<file path="src/hdl/settable_clock_display_scanner_macros.svh">
// ----------------------------------------------------------------------------
// settable_clock_display_scanner_macros
// Assertion macros used by the clock display scanner core (scs_clock_core).
// ----------------------------------------------------------------------------
`ifndef SETTABLE_CLOCK_DISPLAY_SCANNER_MACROS_SVH
`define SETTABLE_CLOCK_DISPLAY_SCANNER_MACROS_SVH

// check a condition at every clock edge out of reset
`define SCS_ASSERT_ALWAYS(label, cond, msg) \
	label: assert property (@(posedge clk) disable iff (!arst_n) (cond)) else $error(msg);

// check a consequence in the cycle after an antecedent
`define SCS_ASSERT_NEXT(label, ante, cons, msg) \
	label: assert property (@(posedge clk) disable iff (!arst_n) (ante) |=> (cons)) else $error(msg);

`endif

</file>
<file path="src/hdl/scs_pkg.sv">
// ----------------------------------------------------------------------------
// scs_pkg
// Types, constants and digit helpers for the clock display scanner.
// ----------------------------------------------------------------------------
`default_nettype none

package scs_pkg;

	localparam int BLINK_LAST = 3;
	localparam int BLINK_W    = $clog2(BLINK_LAST + 1);

	localparam logic [9:0] RELOAD_RESET = 10'd993;
	localparam logic [9:0] TICK_RESET   = 10'd1000;

	localparam logic [5:0] SEC_RESET  = 6'd24;
	localparam logic [5:0] MIN_RESET  = 6'd35;
	localparam logic [4:0] HOUR_RESET = 5'd22;
	localparam logic [5:0] SEC_LAST   = 6'd59;
	localparam logic [5:0] MIN_LAST   = 6'd59;
	localparam logic [4:0] HOUR_LAST  = 5'd23;

	localparam int         NUM_DIGITS      = 6;
	localparam logic [2:0] SCAN_WRAP       = 3'd6;
	localparam logic [2:0] KEY_WAIT_RELOAD = 3'd6;
	localparam int         HIST_DEPTH      = 4;

	localparam logic [5:0] KEY_ENTER = 6'b000001;
	localparam logic [5:0] KEY_ESC   = 6'b000010;
	localparam logic [5:0] KEY_RIGHT = 6'b000100;
	localparam logic [5:0] KEY_UP    = 6'b001000;
	localparam logic [5:0] KEY_DOWN  = 6'b010000;
	localparam logic [5:0] KEY_LEFT  = 6'b100000;

	localparam logic [1:0] FIELD_SEC  = 2'd0;
	localparam logic [1:0] FIELD_MIN  = 2'd1;
	localparam logic [1:0] FIELD_HOUR = 2'd2;

	typedef struct packed {
		logic [5:0] sec;
		logic [5:0] min;
		logic [4:0] hour;
	} hms_t;

	typedef struct packed {
		logic [NUM_DIGITS-1:0] digit_select;
		logic [6:0]            segments;
		logic                  display_on;
		logic                  second_led;
		hms_t                  tm;
		logic                  setting_mode;
	} result_t;

	function automatic hms_t hours_up(hms_t t);
		hms_t r;
		r = t;
		r.hour = (t.hour >= HOUR_LAST) ? 5'd0 : t.hour + 5'd1;
		return r;
	endfunction

	function automatic hms_t hours_down(hms_t t);
		hms_t r;
		r = t;
		r.hour = (t.hour == 5'd0 || t.hour > HOUR_LAST) ? HOUR_LAST : t.hour - 5'd1;
		return r;
	endfunction

	function automatic hms_t minutes_up(hms_t t);
		hms_t r;
		r = t;
		if (t.min >= MIN_LAST) begin
			r.min = 6'd0;
			r = hours_up(r);
		end else begin
			r.min = t.min + 6'd1;
		end
		return r;
	endfunction

	function automatic hms_t minutes_down(hms_t t);
		hms_t r;
		r = t;
		if (t.min == 6'd0 || t.min > MIN_LAST) begin
			r.min = MIN_LAST;
			r = hours_down(r);
		end else begin
			r.min = t.min - 6'd1;
		end
		return r;
	endfunction

	function automatic hms_t seconds_up(hms_t t);
		hms_t r;
		r = t;
		if (t.sec >= SEC_LAST) begin
			r.sec = 6'd0;
			r = minutes_up(r);
		end else begin
			r.sec = t.sec + 6'd1;
		end
		return r;
	endfunction

	function automatic hms_t seconds_down(hms_t t);
		hms_t r;
		r = t;
		if (t.sec == 6'd0 || t.sec > SEC_LAST) begin
			r.sec = SEC_LAST;
			r = minutes_down(r);
		end else begin
			r.sec = t.sec - 6'd1;
		end
		return r;
	endfunction

	function automatic logic [2:0] tens_of(logic [5:0] v);
		logic [2:0] t;
		if (v >= 6'd60)      t = 3'd6;
		else if (v >= 6'd50) t = 3'd5;
		else if (v >= 6'd40) t = 3'd4;
		else if (v >= 6'd30) t = 3'd3;
		else if (v >= 6'd20) t = 3'd2;
		else if (v >= 6'd10) t = 3'd1;
		else                 t = 3'd0;
		return t;
	endfunction

	function automatic logic [3:0] ones_of(logic [5:0] v);
		logic [5:0] r;
		r = v - {3'd0, tens_of(v)} * 6'd10;
		return r[3:0];
	endfunction

	function automatic logic [6:0] seg_font(logic [3:0] n);
		logic [6:0] s;
		case (n)
			4'd0:    s = 7'b0111111;
			4'd1:    s = 7'b0000110;
			4'd2:    s = 7'b1011011;
			4'd3:    s = 7'b1001111;
			4'd4:    s = 7'b1100110;
			4'd5:    s = 7'b1101101;
			4'd6:    s = 7'b1111101;
			4'd7:    s = 7'b0000111;
			4'd8:    s = 7'b1111111;
			4'd9:    s = 7'b1101111;
			default: s = 7'b0000000;
		endcase
		return s;
	endfunction

	function automatic logic [6:0] digit_seg(hms_t t, logic [2:0] d);
		logic [5:0] v;
		logic [3:0] n;
		v = (d < 3'd2) ? t.sec : (d < 3'd4) ? t.min : {1'b0, t.hour};
		n = d[0] ? {1'b0, tens_of(v)} : ones_of(v);
		return seg_font(n);
	endfunction

endpackage

`default_nettype wire

</file>
<file path="src/hdl/scs_in_stage.sv">
// ----------------------------------------------------------------------------
// scs_in_stage
// Input register: holds one tick item until the clock core takes it.
// ----------------------------------------------------------------------------
`default_nettype none

module scs_in_stage (
	input  wire  clk,
	input  wire  arst_n,
	input  wire  in_valid,
	output logic in_stall,
	input  wire  key_pressed,
	input  wire  take,
	output logic valid_s1,
	output logic key_s1
);
	import scs_pkg::*;

	logic accept;

	assign in_stall = valid_s1 && !take;
	assign accept   = in_valid && !in_stall;

	always_ff @(posedge clk or negedge arst_n) begin
		if (!arst_n) begin
			valid_s1 <= 1'b0;
		end else if (accept) begin
			valid_s1 <= 1'b1;
		end else if (take) begin
			valid_s1 <= 1'b0;
		end
	end

	always_ff @(posedge clk) begin
		if (accept) begin
			key_s1 <= key_pressed;
		end
	end

endmodule

`default_nettype wire

</file>
<file path="src/hdl/scs_clock_core.sv">
// ----------------------------------------------------------------------------
// scs_clock_core
// Clock state, digit scan, key debounce and edit logic; one step per item.
// ----------------------------------------------------------------------------
`default_nettype none
`include "settable_clock_display_scanner_macros.svh"

module scs_clock_core (
	input  wire             clk,
	input  wire             arst_n,
	input  wire             cfg_we,
	input  wire [9:0]       cfg_wdata,
	input  wire             step,
	input  wire             key_in,
	output scs_pkg::result_t res
);
	import scs_pkg::*;

	logic [9:0]         reload_q;
	hms_t               tm_q, tm;
	logic               set_q, setm;
	logic [1:0]         field_q, field;
	logic [9:0]         tick_q, tick;
	logic [2:0]         scan_q, scan;
	logic [BLINK_W-1:0] blink_q, blink;
	logic [5:0]         hist_q [HIST_DEPTH];
	logic [5:0]         hist   [HIST_DEPTH];
	logic [2:0]         kw_q, kw;
	logic               led_q, led;
	logic [NUM_DIGITS-1:0] sel;
	logic [6:0]         seg;
	logic               lit;
	logic [5:0]         key;

	always_comb begin
		tm    = tm_q;
		setm  = set_q;
		field = field_q;
		tick  = tick_q;
		scan  = scan_q;
		blink = blink_q;
		hist  = hist_q;
		kw    = kw_q;
		led   = led_q;

		// run-mode second count
		if (!set_q) begin
			if (tick != 10'd0) begin
				tick = tick - 10'd1;
			end else begin
				tick = reload_q;
				led  = !led;
				tm   = seconds_up(tm);
			end
		end

		// shift key history
		if (kw == 3'd0) begin
			kw      = KEY_WAIT_RELOAD;
			hist[3] = hist[2];
			hist[2] = hist[1];
			hist[1] = hist[0];
			hist[0] = 6'd0;
		end

		if (scan >= SCAN_WRAP) begin
			scan  = 3'd0;
			blink = (blink >= BLINK_W'(BLINK_LAST)) ? '0 : blink + BLINK_W'(1);
		end

		sel = NUM_DIGITS'(1) << scan;
		seg = digit_seg(tm, scan);
		lit = !set_q || (scan[2:1] == field_q) || (blink == '0);

		if (key_in) begin
			hist[0] = hist[0] | sel;
			kw      = 3'd1;
		end

		key = hist[0];
		if (hist[0] == hist[1] && hist[0] == hist[2] && hist[0] != hist[3] &&
			hist[0] != 6'd0) begin
			if (key == KEY_ESC) begin
				setm = 1'b0;
				tick = reload_q;
			end
			if (key == KEY_ENTER) begin
				setm  = 1'b1;
				field = FIELD_SEC;
			end
			if (setm) begin
				case (key)
					KEY_RIGHT: field = (field == FIELD_SEC) ? FIELD_HOUR : field - 2'd1;
					KEY_LEFT:  field = (field >= FIELD_HOUR) ? FIELD_SEC : field + 2'd1;
					KEY_UP: begin
						case (field)
							FIELD_SEC:  tm = seconds_up(tm);
							FIELD_MIN:  tm = minutes_up(tm);
							FIELD_HOUR: tm = hours_up(tm);
							default:    ;
						endcase
					end
					KEY_DOWN: begin
						case (field)
							FIELD_SEC:  tm = seconds_down(tm);
							FIELD_MIN:  tm = minutes_down(tm);
							FIELD_HOUR: tm = hours_down(tm);
							default:    ;
						endcase
					end
					default: ;
				endcase
			end
		end

		scan = scan + 3'd1;
		kw   = kw - 3'd1;

		res.digit_select = sel;
		res.segments     = seg;
		res.display_on   = lit;
		res.second_led   = led;
		res.tm           = tm;
		res.setting_mode = setm;
	end

	always_ff @(posedge clk or negedge arst_n) begin
		if (!arst_n) begin
			reload_q <= RELOAD_RESET;
		end else if (cfg_we) begin
			reload_q <= cfg_wdata;
		end
	end

	always_ff @(posedge clk or negedge arst_n) begin
		if (!arst_n) begin
			tm_q    <= '{sec: SEC_RESET, min: MIN_RESET, hour: HOUR_RESET};
			set_q   <= 1'b0;
			field_q <= FIELD_SEC;
			tick_q  <= TICK_RESET;
			scan_q  <= 3'd0;
			blink_q <= '0;
			hist_q  <= '{default: 6'd0};
			kw_q    <= KEY_WAIT_RELOAD;
			led_q   <= 1'b1;
		end else if (step) begin
			tm_q    <= tm;
			set_q   <= setm;
			field_q <= field;
			tick_q  <= tick;
			scan_q  <= scan;
			blink_q <= blink;
			hist_q  <= hist;
			kw_q    <= kw;
			led_q   <= led;
		end
	end

	`SCS_ASSERT_ALWAYS(a_scan_range, scan_q <= SCAN_WRAP, "scan digit out of range")
	`SCS_ASSERT_ALWAYS(a_field_range, field_q <= FIELD_HOUR, "edit field out of range")
	`SCS_ASSERT_ALWAYS(a_time_range,
		tm_q.sec <= SEC_LAST && tm_q.min <= MIN_LAST && tm_q.hour <= HOUR_LAST,
		"time out of range")
	`SCS_ASSERT_NEXT(a_hold_idle, !step, $stable(tm_q) && $stable(scan_q) && $stable(kw_q),
		"state moved without an item")

endmodule

`default_nettype wire

</file>
<file path="src/hdl/scs_out_stage.sv">
// ----------------------------------------------------------------------------
// scs_out_stage
// Result register: holds one result item until the consumer takes it.
// ----------------------------------------------------------------------------
`default_nettype none

module scs_out_stage (
	input  wire              clk,
	input  wire              arst_n,
	input  wire              load,
	input  scs_pkg::result_t res_in,
	output logic             free,
	output logic             out_valid,
	input  wire              out_stall,
	output scs_pkg::result_t res_q
);
	import scs_pkg::*;

	assign free = !out_valid || !out_stall;

	always_ff @(posedge clk or negedge arst_n) begin
		if (!arst_n) begin
			out_valid <= 1'b0;
		end else if (load) begin
			out_valid <= 1'b1;
		end else if (!out_stall) begin
			out_valid <= 1'b0;
		end
	end

	always_ff @(posedge clk) begin
		if (load) begin
			res_q <= res_in;
		end
	end

endmodule

`default_nettype wire

</file>
<file path="src/hdl/settable_clock_display_scanner.sv">
// ----------------------------------------------------------------------------
// settable_clock_display_scanner
// Settable 24-hour clock with six-digit display scan and debounced keypad.
// ----------------------------------------------------------------------------
// channel | handshake              | payload
// in      | in_valid / in_stall    | key_pressed
// out     | out_valid / out_stall  | digit_select segments display_on second_led
//         |                        | seconds minutes hours setting_mode
// cfg     | cfg_we                 | cfg_wdata (tick_reload)
//
// One item per clock while the output does not stall. A tick waits in the
// input register; the clock core works on it combinationally and its
// result is registered in the output register when the core takes the
// tick. Valid flags and all clock state reset asynchronously on arst_n
// low. A stalled result holds; the input register still takes one item
// behind it, then the input stalls.
// ----------------------------------------------------------------------------
`default_nettype none

module settable_clock_display_scanner (
	input  wire       clk,
	input  wire       arst_n,
	input  wire       cfg_we,
	input  wire [9:0] cfg_wdata,
	input  wire       in_valid,
	output logic      in_stall,
	input  wire       key_pressed,
	output logic      out_valid,
	input  wire       out_stall,
	output logic [5:0] digit_select,
	output logic [6:0] segments,
	output logic      display_on,
	output logic      second_led,
	output logic [5:0] seconds,
	output logic [5:0] minutes,
	output logic [4:0] hours,
	output logic      setting_mode
);
	import scs_pkg::*;

	logic    valid_s1;
	logic    key_s1;
	logic    free;
	logic    take;
	result_t res_d;
	result_t res_q;

	assign take = valid_s1 && free;

	scs_in_stage u_in (
		.clk         (clk),
		.arst_n      (arst_n),
		.in_valid    (in_valid),
		.in_stall    (in_stall),
		.key_pressed (key_pressed),
		.take        (take),
		.valid_s1    (valid_s1),
		.key_s1      (key_s1)
	);

	scs_clock_core u_core (
		.clk       (clk),
		.arst_n    (arst_n),
		.cfg_we    (cfg_we),
		.cfg_wdata (cfg_wdata),
		.step      (take),
		.key_in    (key_s1),
		.res       (res_d)
	);

	scs_out_stage u_out (
		.clk       (clk),
		.arst_n    (arst_n),
		.load      (take),
		.res_in    (res_d),
		.free      (free),
		.out_valid (out_valid),
		.out_stall (out_stall),
		.res_q     (res_q)
	);

	assign digit_select = res_q.digit_select;
	assign segments     = res_q.segments;
	assign display_on   = res_q.display_on;
	assign second_led   = res_q.second_led;
	assign seconds      = res_q.tm.sec;
	assign minutes      = res_q.tm.min;
	assign hours        = res_q.tm.hour;
	assign setting_mode = res_q.setting_mode;

endmodule

`default_nettype wire

</file>
<file path="config.mk">
export PLATFORM = sky130hd
export DESIGN_NAME = settable_clock_display_scanner
export DESIGN_NICKNAME = d
export VERILOG_FILES = /design/src/hdl/scs_pkg.sv /design/src/hdl/scs_in_stage.sv /design/src/hdl/scs_clock_core.sv /design/src/hdl/scs_out_stage.sv /design/src/hdl/settable_clock_display_scanner.sv
export VERILOG_INCLUDE_DIRS = /design/src /design/src/hdl
export SDC_FILE = /design/constraint.sdc
export NUM_CORES = 1
export LEC_CHECK = 0
export BUFFER_PORTS_ARGS = -buffer_cell sky130_fd_sc_hd__buf_2
export CORE_MARGIN = 8
export CORE_UTILIZATION = 55
export CTS_CLUSTER_SIZE = 30
export DETAILED_ROUTE_END_ITERATION = 6
export GPL_ROUTABILITY_DRIVEN = 0
export PLACE_DENSITY_LB_ADDON = 0.3
export SYNTH_ARGS = -nofsm -noshare
export SYNTH_HDL_FRONTEND = slang
export SYNTH_SLANG_ARGS = --single-unit
export TNS_END_PERCENT = 10
</file>
<file path="constraint.sdc">
create_clock -name clk -period 7.5 [get_ports clk]
set_clock_uncertainty 0.1 [all_clocks]
set_input_delay 1.5 -clock clk [delete_from_list [all_inputs] [get_ports clk]]
set_output_delay 1.5 -clock clk [all_outputs]
set_load 0.005 [all_outputs]
</file>
# ---- Yosys cells after proc, flatten, opt, wreduce, memory -nomap -nowiden
# Memory sizes are Yosys's and may differ from the RTL's. A register that Yosys moved wholly into a read port is not among the register bits.
# Index checks and enable logic that the tools add are counted.
# Widths: inputs -> output; s select.
dict set report totals {
  reg_bits 102
  romBits 112
  input_bits 16
  elab_cells 164
  n_memories 1
}
# name words width read_ports rd_clocked_by_memory_dff write_ports line_no
set memory_table {}
lappend memory_table {{(no name shown)} 16 7 1 1 0 scs_pkg.sv:135} ;# case (n)
dict set report op_classes {
  add_sub_neg 16
  multipliers 1
  magnitude_cmp 20
  n_eq_ne 13
  shifts 1
  n_mux 58
  n_bitwise 1
  reduce_logical 28
}
# op n
set ops {}
lappend ops {{$pmux 17 s3} 2}
lappend ops {{$mux 17} 4}
lappend ops {{$mux 6} 9}
lappend ops {{$ge 6x6->1 const B} 7}
lappend ops {{$mux 10} 4}
lappend ops {{$pmux 17 s2} 1}
lappend ops {{$mux 11} 3}
lappend ops {{$mux 5} 6}
lappend ops {{$add 6x1->6 const B} 4}
lappend ops {{$mux 24} 1}
lappend ops {{$mux 3} 8}
lappend ops {{$mux 2} 7}
lappend ops {{$eq 6x6->1} 2}
lappend ops {{$ge 6x5->1 const B} 2}
lappend ops {{$gt 6x6->1 const B} 2}
lappend ops {{$logic_not 6->1} 2}
lappend ops {{$sub 6x1->6 const B} 2}
lappend ops {{$mux 1} 11}
lappend ops {{$add 5x1->5 const B} 2}
lappend ops {{$ge 5x5->1 const B} 2}
lappend ops {{$reduce_bool 10->1} 1}
lappend ops {{$sub 10x1->10 const B} 1}
lappend ops {{$eq 6x1->1 const B} 1}
lappend ops {{$eq 6x2->1 const B} 1}
lappend ops {{35 further kinds} 53}

# ---- Longest topological paths before layout
dict set report logic_depth {
  depth_word 18
  depth_mapped 22
}

# ---- Hierarchy
# Synthesis repeated with hierarchy kept, for this count alone.
dict set report hier_totals {
  cells_unflattened 900
  area_unflattened_um2 8070.2
}
# mod n_inst cells_per_inst area_per_inst_um2 seq_area_each_um2
set by_module_without_submodules {}
lappend by_module_without_submodules {scs_clock_core 1 857 6949.2 1855.5}
lappend by_module_without_submodules {scs_out_stage 1 36 1027.2 1016.0}
lappend by_module_without_submodules {scs_in_stage 1 6 87.6 55.1}
lappend by_module_without_submodules {settable_clock_display_scanner 1 1 6.3 0.0}

# ---- Worst setup path before layout
# No wires, ideal clock.
dict set report synth_timing {
  kind {flip-flop to flip-flop}
  startpoint {register u_core.tick_q[0]}
  endpoint {register u_out.res_q[24] (netlist name)}
  setup_time_ps 257
  arrival_time_ps 4462
  required_ps 7143
  path_slack_ps 2681
  stages_incl_launch_ff 17
  n_path_buf 1
  path_cell_list {dfrtp_1 inv_1 ha_1 or4b_4 buf_6 nor4_2 nand3_1 a32o_1 a21oi_1 nand2_1 o32a_1 and2_1 ha_1 fa_1 o21ai_1 inv_1 a32o_1}
}
dict set report synth_via {
  elab_chain_cells 15
}
# item line_no
set synth_rtl {}
lappend synth_rtl {{from (decl)} scs_clock_core.sv:23} ;# logic [9:0] tick_q, tick;
lappend synth_rtl {{from (signal assigned)} scs_clock_core.sv:150} ;# tick_q <= tick;
lappend synth_rtl {{$reduce_bool 10->1 (*)} scs_clock_core.sv:48} ;# if (tick != 10'd0) begin
lappend synth_rtl {{$mux 17 (*)} scs_clock_core.sv:48}
lappend synth_rtl {{$mux 17 (*)} scs_clock_core.sv:47} ;# if (!set_q) begin
lappend synth_rtl {{$mux 6} scs_pkg.sv:154} ;# v = (d < 3'd2) ? t.sec : (d < 3'd4) ? t.min : {1'b0, t.hour};
lappend synth_rtl {{$mux 6 (*)} scs_pkg.sv:154}
lappend synth_rtl {{$ge 6x4->1} scs_pkg.sv:122} ;# else if (v >= 6'd10) t = 3'd1;
lappend synth_rtl {{$mux 1} scs_pkg.sv:122}
lappend synth_rtl {{$mux 3} scs_pkg.sv:121} ;# else if (v >= 6'd20) t = 3'd2;
lappend synth_rtl {{$mux 3} scs_pkg.sv:120} ;# else if (v >= 6'd30) t = 3'd3;
lappend synth_rtl {{$mux 3} scs_pkg.sv:119} ;# else if (v >= 6'd40) t = 3'd4;
lappend synth_rtl {{$mux 3} scs_pkg.sv:118} ;# else if (v >= 6'd50) t = 3'd5;
lappend synth_rtl {{$mux 3} scs_pkg.sv:117} ;# if (v >= 6'd60) t = 3'd6;
lappend synth_rtl {{$mul 3x3->3} scs_pkg.sv:129} ;# r = v - {3'd0, tens_of(v)} * 6'd10;
lappend synth_rtl {{$sub 4x4->4} scs_pkg.sv:129}
lappend synth_rtl {{$mux 4 (*)} scs_pkg.sv:155} ;# n = d[0] ? {1'b0, tens_of(v)} : ones_of(v);
# Mark *: on every way between the ends. The rest lies on a longest branch, timed or not.
# A chain may end at the register's enable or synchronous reset.

# ---- Final worst setup path
dict set report layout_timing {
  startpoint {register u_core.tick_q[0]}
  endpoint {register u_out.res_q[20] (netlist name)}
}
dict set report layout_via {
  elab_chain_cells 15
}
# item line_no
set layout_rtl {}
lappend layout_rtl {{$reduce_bool 10->1 (*)} scs_clock_core.sv:48}
lappend layout_rtl {{$mux 17 (*)} scs_clock_core.sv:48}
lappend layout_rtl {{$mux 17 (*)} scs_clock_core.sv:47}
lappend layout_rtl {{$mux 6} scs_pkg.sv:154}
lappend layout_rtl {{$mux 6 (*)} scs_pkg.sv:154}
lappend layout_rtl {{$ge 6x4->1} scs_pkg.sv:122}
lappend layout_rtl {{$mux 1} scs_pkg.sv:122}
lappend layout_rtl {{$mux 3} scs_pkg.sv:121}
lappend layout_rtl {{$mux 3} scs_pkg.sv:120}
lappend layout_rtl {{$mux 3} scs_pkg.sv:119}
lappend layout_rtl {{$mux 3} scs_pkg.sv:118}
lappend layout_rtl {{$mux 3} scs_pkg.sv:117}
lappend layout_rtl {{$mul 3x3->3} scs_pkg.sv:129}
lappend layout_rtl {{$sub 4x4->4} scs_pkg.sv:129}
lappend layout_rtl {{$mux 4 (*)} scs_pkg.sv:155}
# Marks and branches as above.

==> flow_summary.ini <==
[run_status]
outcome = finished with violations
violations = DRC

[yosys]
yosysUniqueCellTypes = 91
yosysMostFrequentCell = nand2_1
synth_common_cells = nand2_1, o21ai_0, nor2_1
syn_avg_cell_area_um2 = 8.860
yosys_warnings = 0
ys_ff_latch = 109
synth_top_area_share = 0.1576
synth_cells = 932
synth_edf_count = 34
synth_area_leaders = dfrtp_1, edfxtp_1, dfstp_2
ys_async_sr_fraction = 0.6881
synthesis.area_mm2 = 0.008258
syn-num-nets = 984
yosysTopAreaCell = dfrtp_1
ys_seq_area_frac = 0.3544
synth_ff_type = dfrtp_1

[finish]
final_util = 0.6052
drive_above_1_share = 0.1811
regArea_mm2 = 0.002927
num_antenna_cells = 0
fill_cells = 1291
layout.nets = 991
area_delta_synth_final_pct = 6.924
fin_cells = 1128
multiInputGateArea_mm2 = 0.004935

[power]
power_density_mw_per_mm2 = 404.3
p_switching_mw = 1.677
clkPwrFrac = 0.140
power.leakage_nw = 3.599
pwr-share-comb = 0.558
pwr-share-seq = 0.303
power.total_mw = 3.570
ir_drop_mv = 0.2740
intPower_mw = 1.893
switching_share = 0.4697

[placement]
place_inst = 1112
port_buffers = 50
dpl.hpwl_mm = 15.84
dp_slack_ns = 2.079

[die]
core_region_area_mm2 = 0.01459
fp.dieW_um = 138.5
start_util = 0.5660
fp-row-count = 44
die_h_um = 138.5
num_io_pins = 51
die_area_mm2 = 0.01919

[worst_setup_path]
r2r-start = u_core.tick_q[0]
crit_fanout = 9
arrival_ns = 5.52
critPathKind = reg -> reg
r2r_cells = 16
worst_r2r_endpoint = u_out.res_q[20]
cp-start-kind = register
required_ns = 7.50
cp-end-kind = register
r2r_setup_slack_ns = 1.98

[clocking]
cts.sinks = 109
clkLatencyLatePin_ns = 0.37
cts_buffers = 9
holdBufCountCts = 0
cts_tree = done
cts_resized = 0
clk_transition_reported_paths_ns = 0.08
htreeDepth = 3
cts_setup_buffers = 0
cts-root-buf = clkbuf_16
cts.path.max_buffers = 2

[routing]
first_pass_iters = 7
vias = 7566
detail_route.wl_per_cell_um = 19.34
drc = 2
vias_per_cell = 6.707
drt_wl_total_mm = 21.82
ant_nets = 0
initialDrtViolationCount = 1024

[global_route]
grt.total_usage = 0.2251
antenna_found_initial = 0
grt_pass1_wl_mm = 36.19
grt.overflow.total = 0
grt_max_degree = 76
grt_pass1_vias = 7097

[sta]
final-setup-viol-count = 0
fmax_ghz = 0.1810
fin_crit_ns = 5.525
tns_ns = 0
slew-limit-headroom = 0.3463
grt_setup_unrepaired = no
period_share = 0.7366
slew_viol_final = 0
hold_viol = 0
worst_pin_slew_ns = 0.9768
final.setup.worst_slack_ns = 1.975

[min_path]
hold_path_depth = 1
hold_path_class = reg -> reg
hold_end = u_core.led_q
hold_start = u_core.led_q

[job]
maxCapViolCount = 0
-- critical path, stage by stage, from the launching register on --
cell     delay (ns)
dfrtp_1        0.42
inv_1          0.13
ha_1           0.17
nor4b_2        0.61
nand4_1        0.43
nor2_1         0.55
a21oi_1        0.24
a21oi_1        0.47
nand2_1        0.11
o32a_1         0.31
and2_1         0.16
ha_1           0.19
fa_1           0.43
o21ai_1        0.43
inv_1          0.21
nand3_1        0.20
o21ai_0        0.10
-- per-layer routing --
layer | wire length, um | global-route usage | vias to the layer above
li1 | - | - | 3522
met1 | 9589 | 0.3086 | 3591
met2 | 9565 | 0.3359 | 386
met3 | 2079 | 0.05411 | 67
met4 | 585 | 0.08524 | 0
met5 | 0 | 0 | -
-- metrics by stage --
stage / hold WS [ns] / area [um^2]
finish: 0.3963 / 8830
global route: 0.4281 / 8830
CTS: 0.3954 / 8830
detailed placement: 0.3764 / 8517
global placement: 0.3708 / 8517
floorplan: 0.3509 / 8258
-- cell families after synthesis --
group | Yosys count | share of synthesized area
xor gates and xnor gates | 21 | 0.02227
muxes | 53 | 0.07227
AOI/OAI and AO/OA | 287 | 0.2386
DFF | 109 | 0.3544
and+or+nand+nor | 327 | 0.2065
adders and majority gates | 38 | 0.05788
buffers and inverters | 97 | 0.04803
-- area by class of cell --
type | count | area share
multi-input combinational | 726 | 0.5589
sequential | 109 | 0.3314
timing repair buffer | 53 | 0.03117
clock buffer | 10 | 0.02834
tap | 184 | 0.02607
inverter | 40 | 0.01700
clock inverter | 6 | 0.007085
-- how the worst max path moves through the flow --
stage                           end  slack (ns)  cells past startpoint             start
detailed placement  u_out.res_q[20]        2.08                     16  u_core.tick_q[0]
global placement    u_out.res_q[25]        2.23                     16  u_core.tick_q[0]
floorplan           u_out.res_q[24]        2.68                     16  u_core.tick_q[0]
CTS                 u_out.res_q[20]        2.05                     16  u_core.tick_q[0]
finish              u_out.res_q[20]        1.98                     16  u_core.tick_q[0]
global route        u_out.res_q[23]        1.41                     16  u_core.tick_q[0]
-- placed cells by master, fill, tap and decap left out, types with 6 or more instances in the layout --
master and count:
a22oi_1 6, and3_1 14, and2_1 13, nor2_1 72, a31oi_1 18, nor4_1 11
clkbuf_16 10, o31ai_1 9, a22o_1 7, inv_1 37, dfstp_2 23, mux2_2 46
dfrtp_1 52, o21a_1 8, ha_1 35, o22ai_1 13, nand2b_1 8, edfxtp_1 34
nor2b_1 6, a31o_2 9, nand2_1 89, nand3_1 32, buf_2 49, o211ai_1 11
o2111ai_1 6, a41oi_1 8, nand4_1 17, a21oi_1 43, xor2_1 10, nor3_1 22
o21ai_0 74, a21o_1 16, xnor2_1 11, a211oi_1 10
-- power by group through the flow --
stage                     Clock, mW  Combinational [mW]  Sequential (mW)
after floorplan                   0                1.58            0.986
after global placement            0                1.91             1.08
after detailed placement          0                1.95             1.08
after CTS                     0.507                1.96             1.07
after global routing          0.532                2.22             1.11
final                         0.499                1.99             1.08
-- sequential cells by signal, summed over array words and instances (netlist names) --
register         flops
u_core.kw_q          3
u_in.key_s1          1
u_out.res_q         33
u_core.set_q         1
u_core.hist_q       24
u_core.tm_q         17
u_core.scan_q        3
u_core.field_q       2
u_out.out_valid      1
u_core.reload_q     10
u_core.blink_q       2
u_in.valid_s1        1
u_core.tick_q       10
u_core.led_q         1
Power figures use the tool's default switching activity.
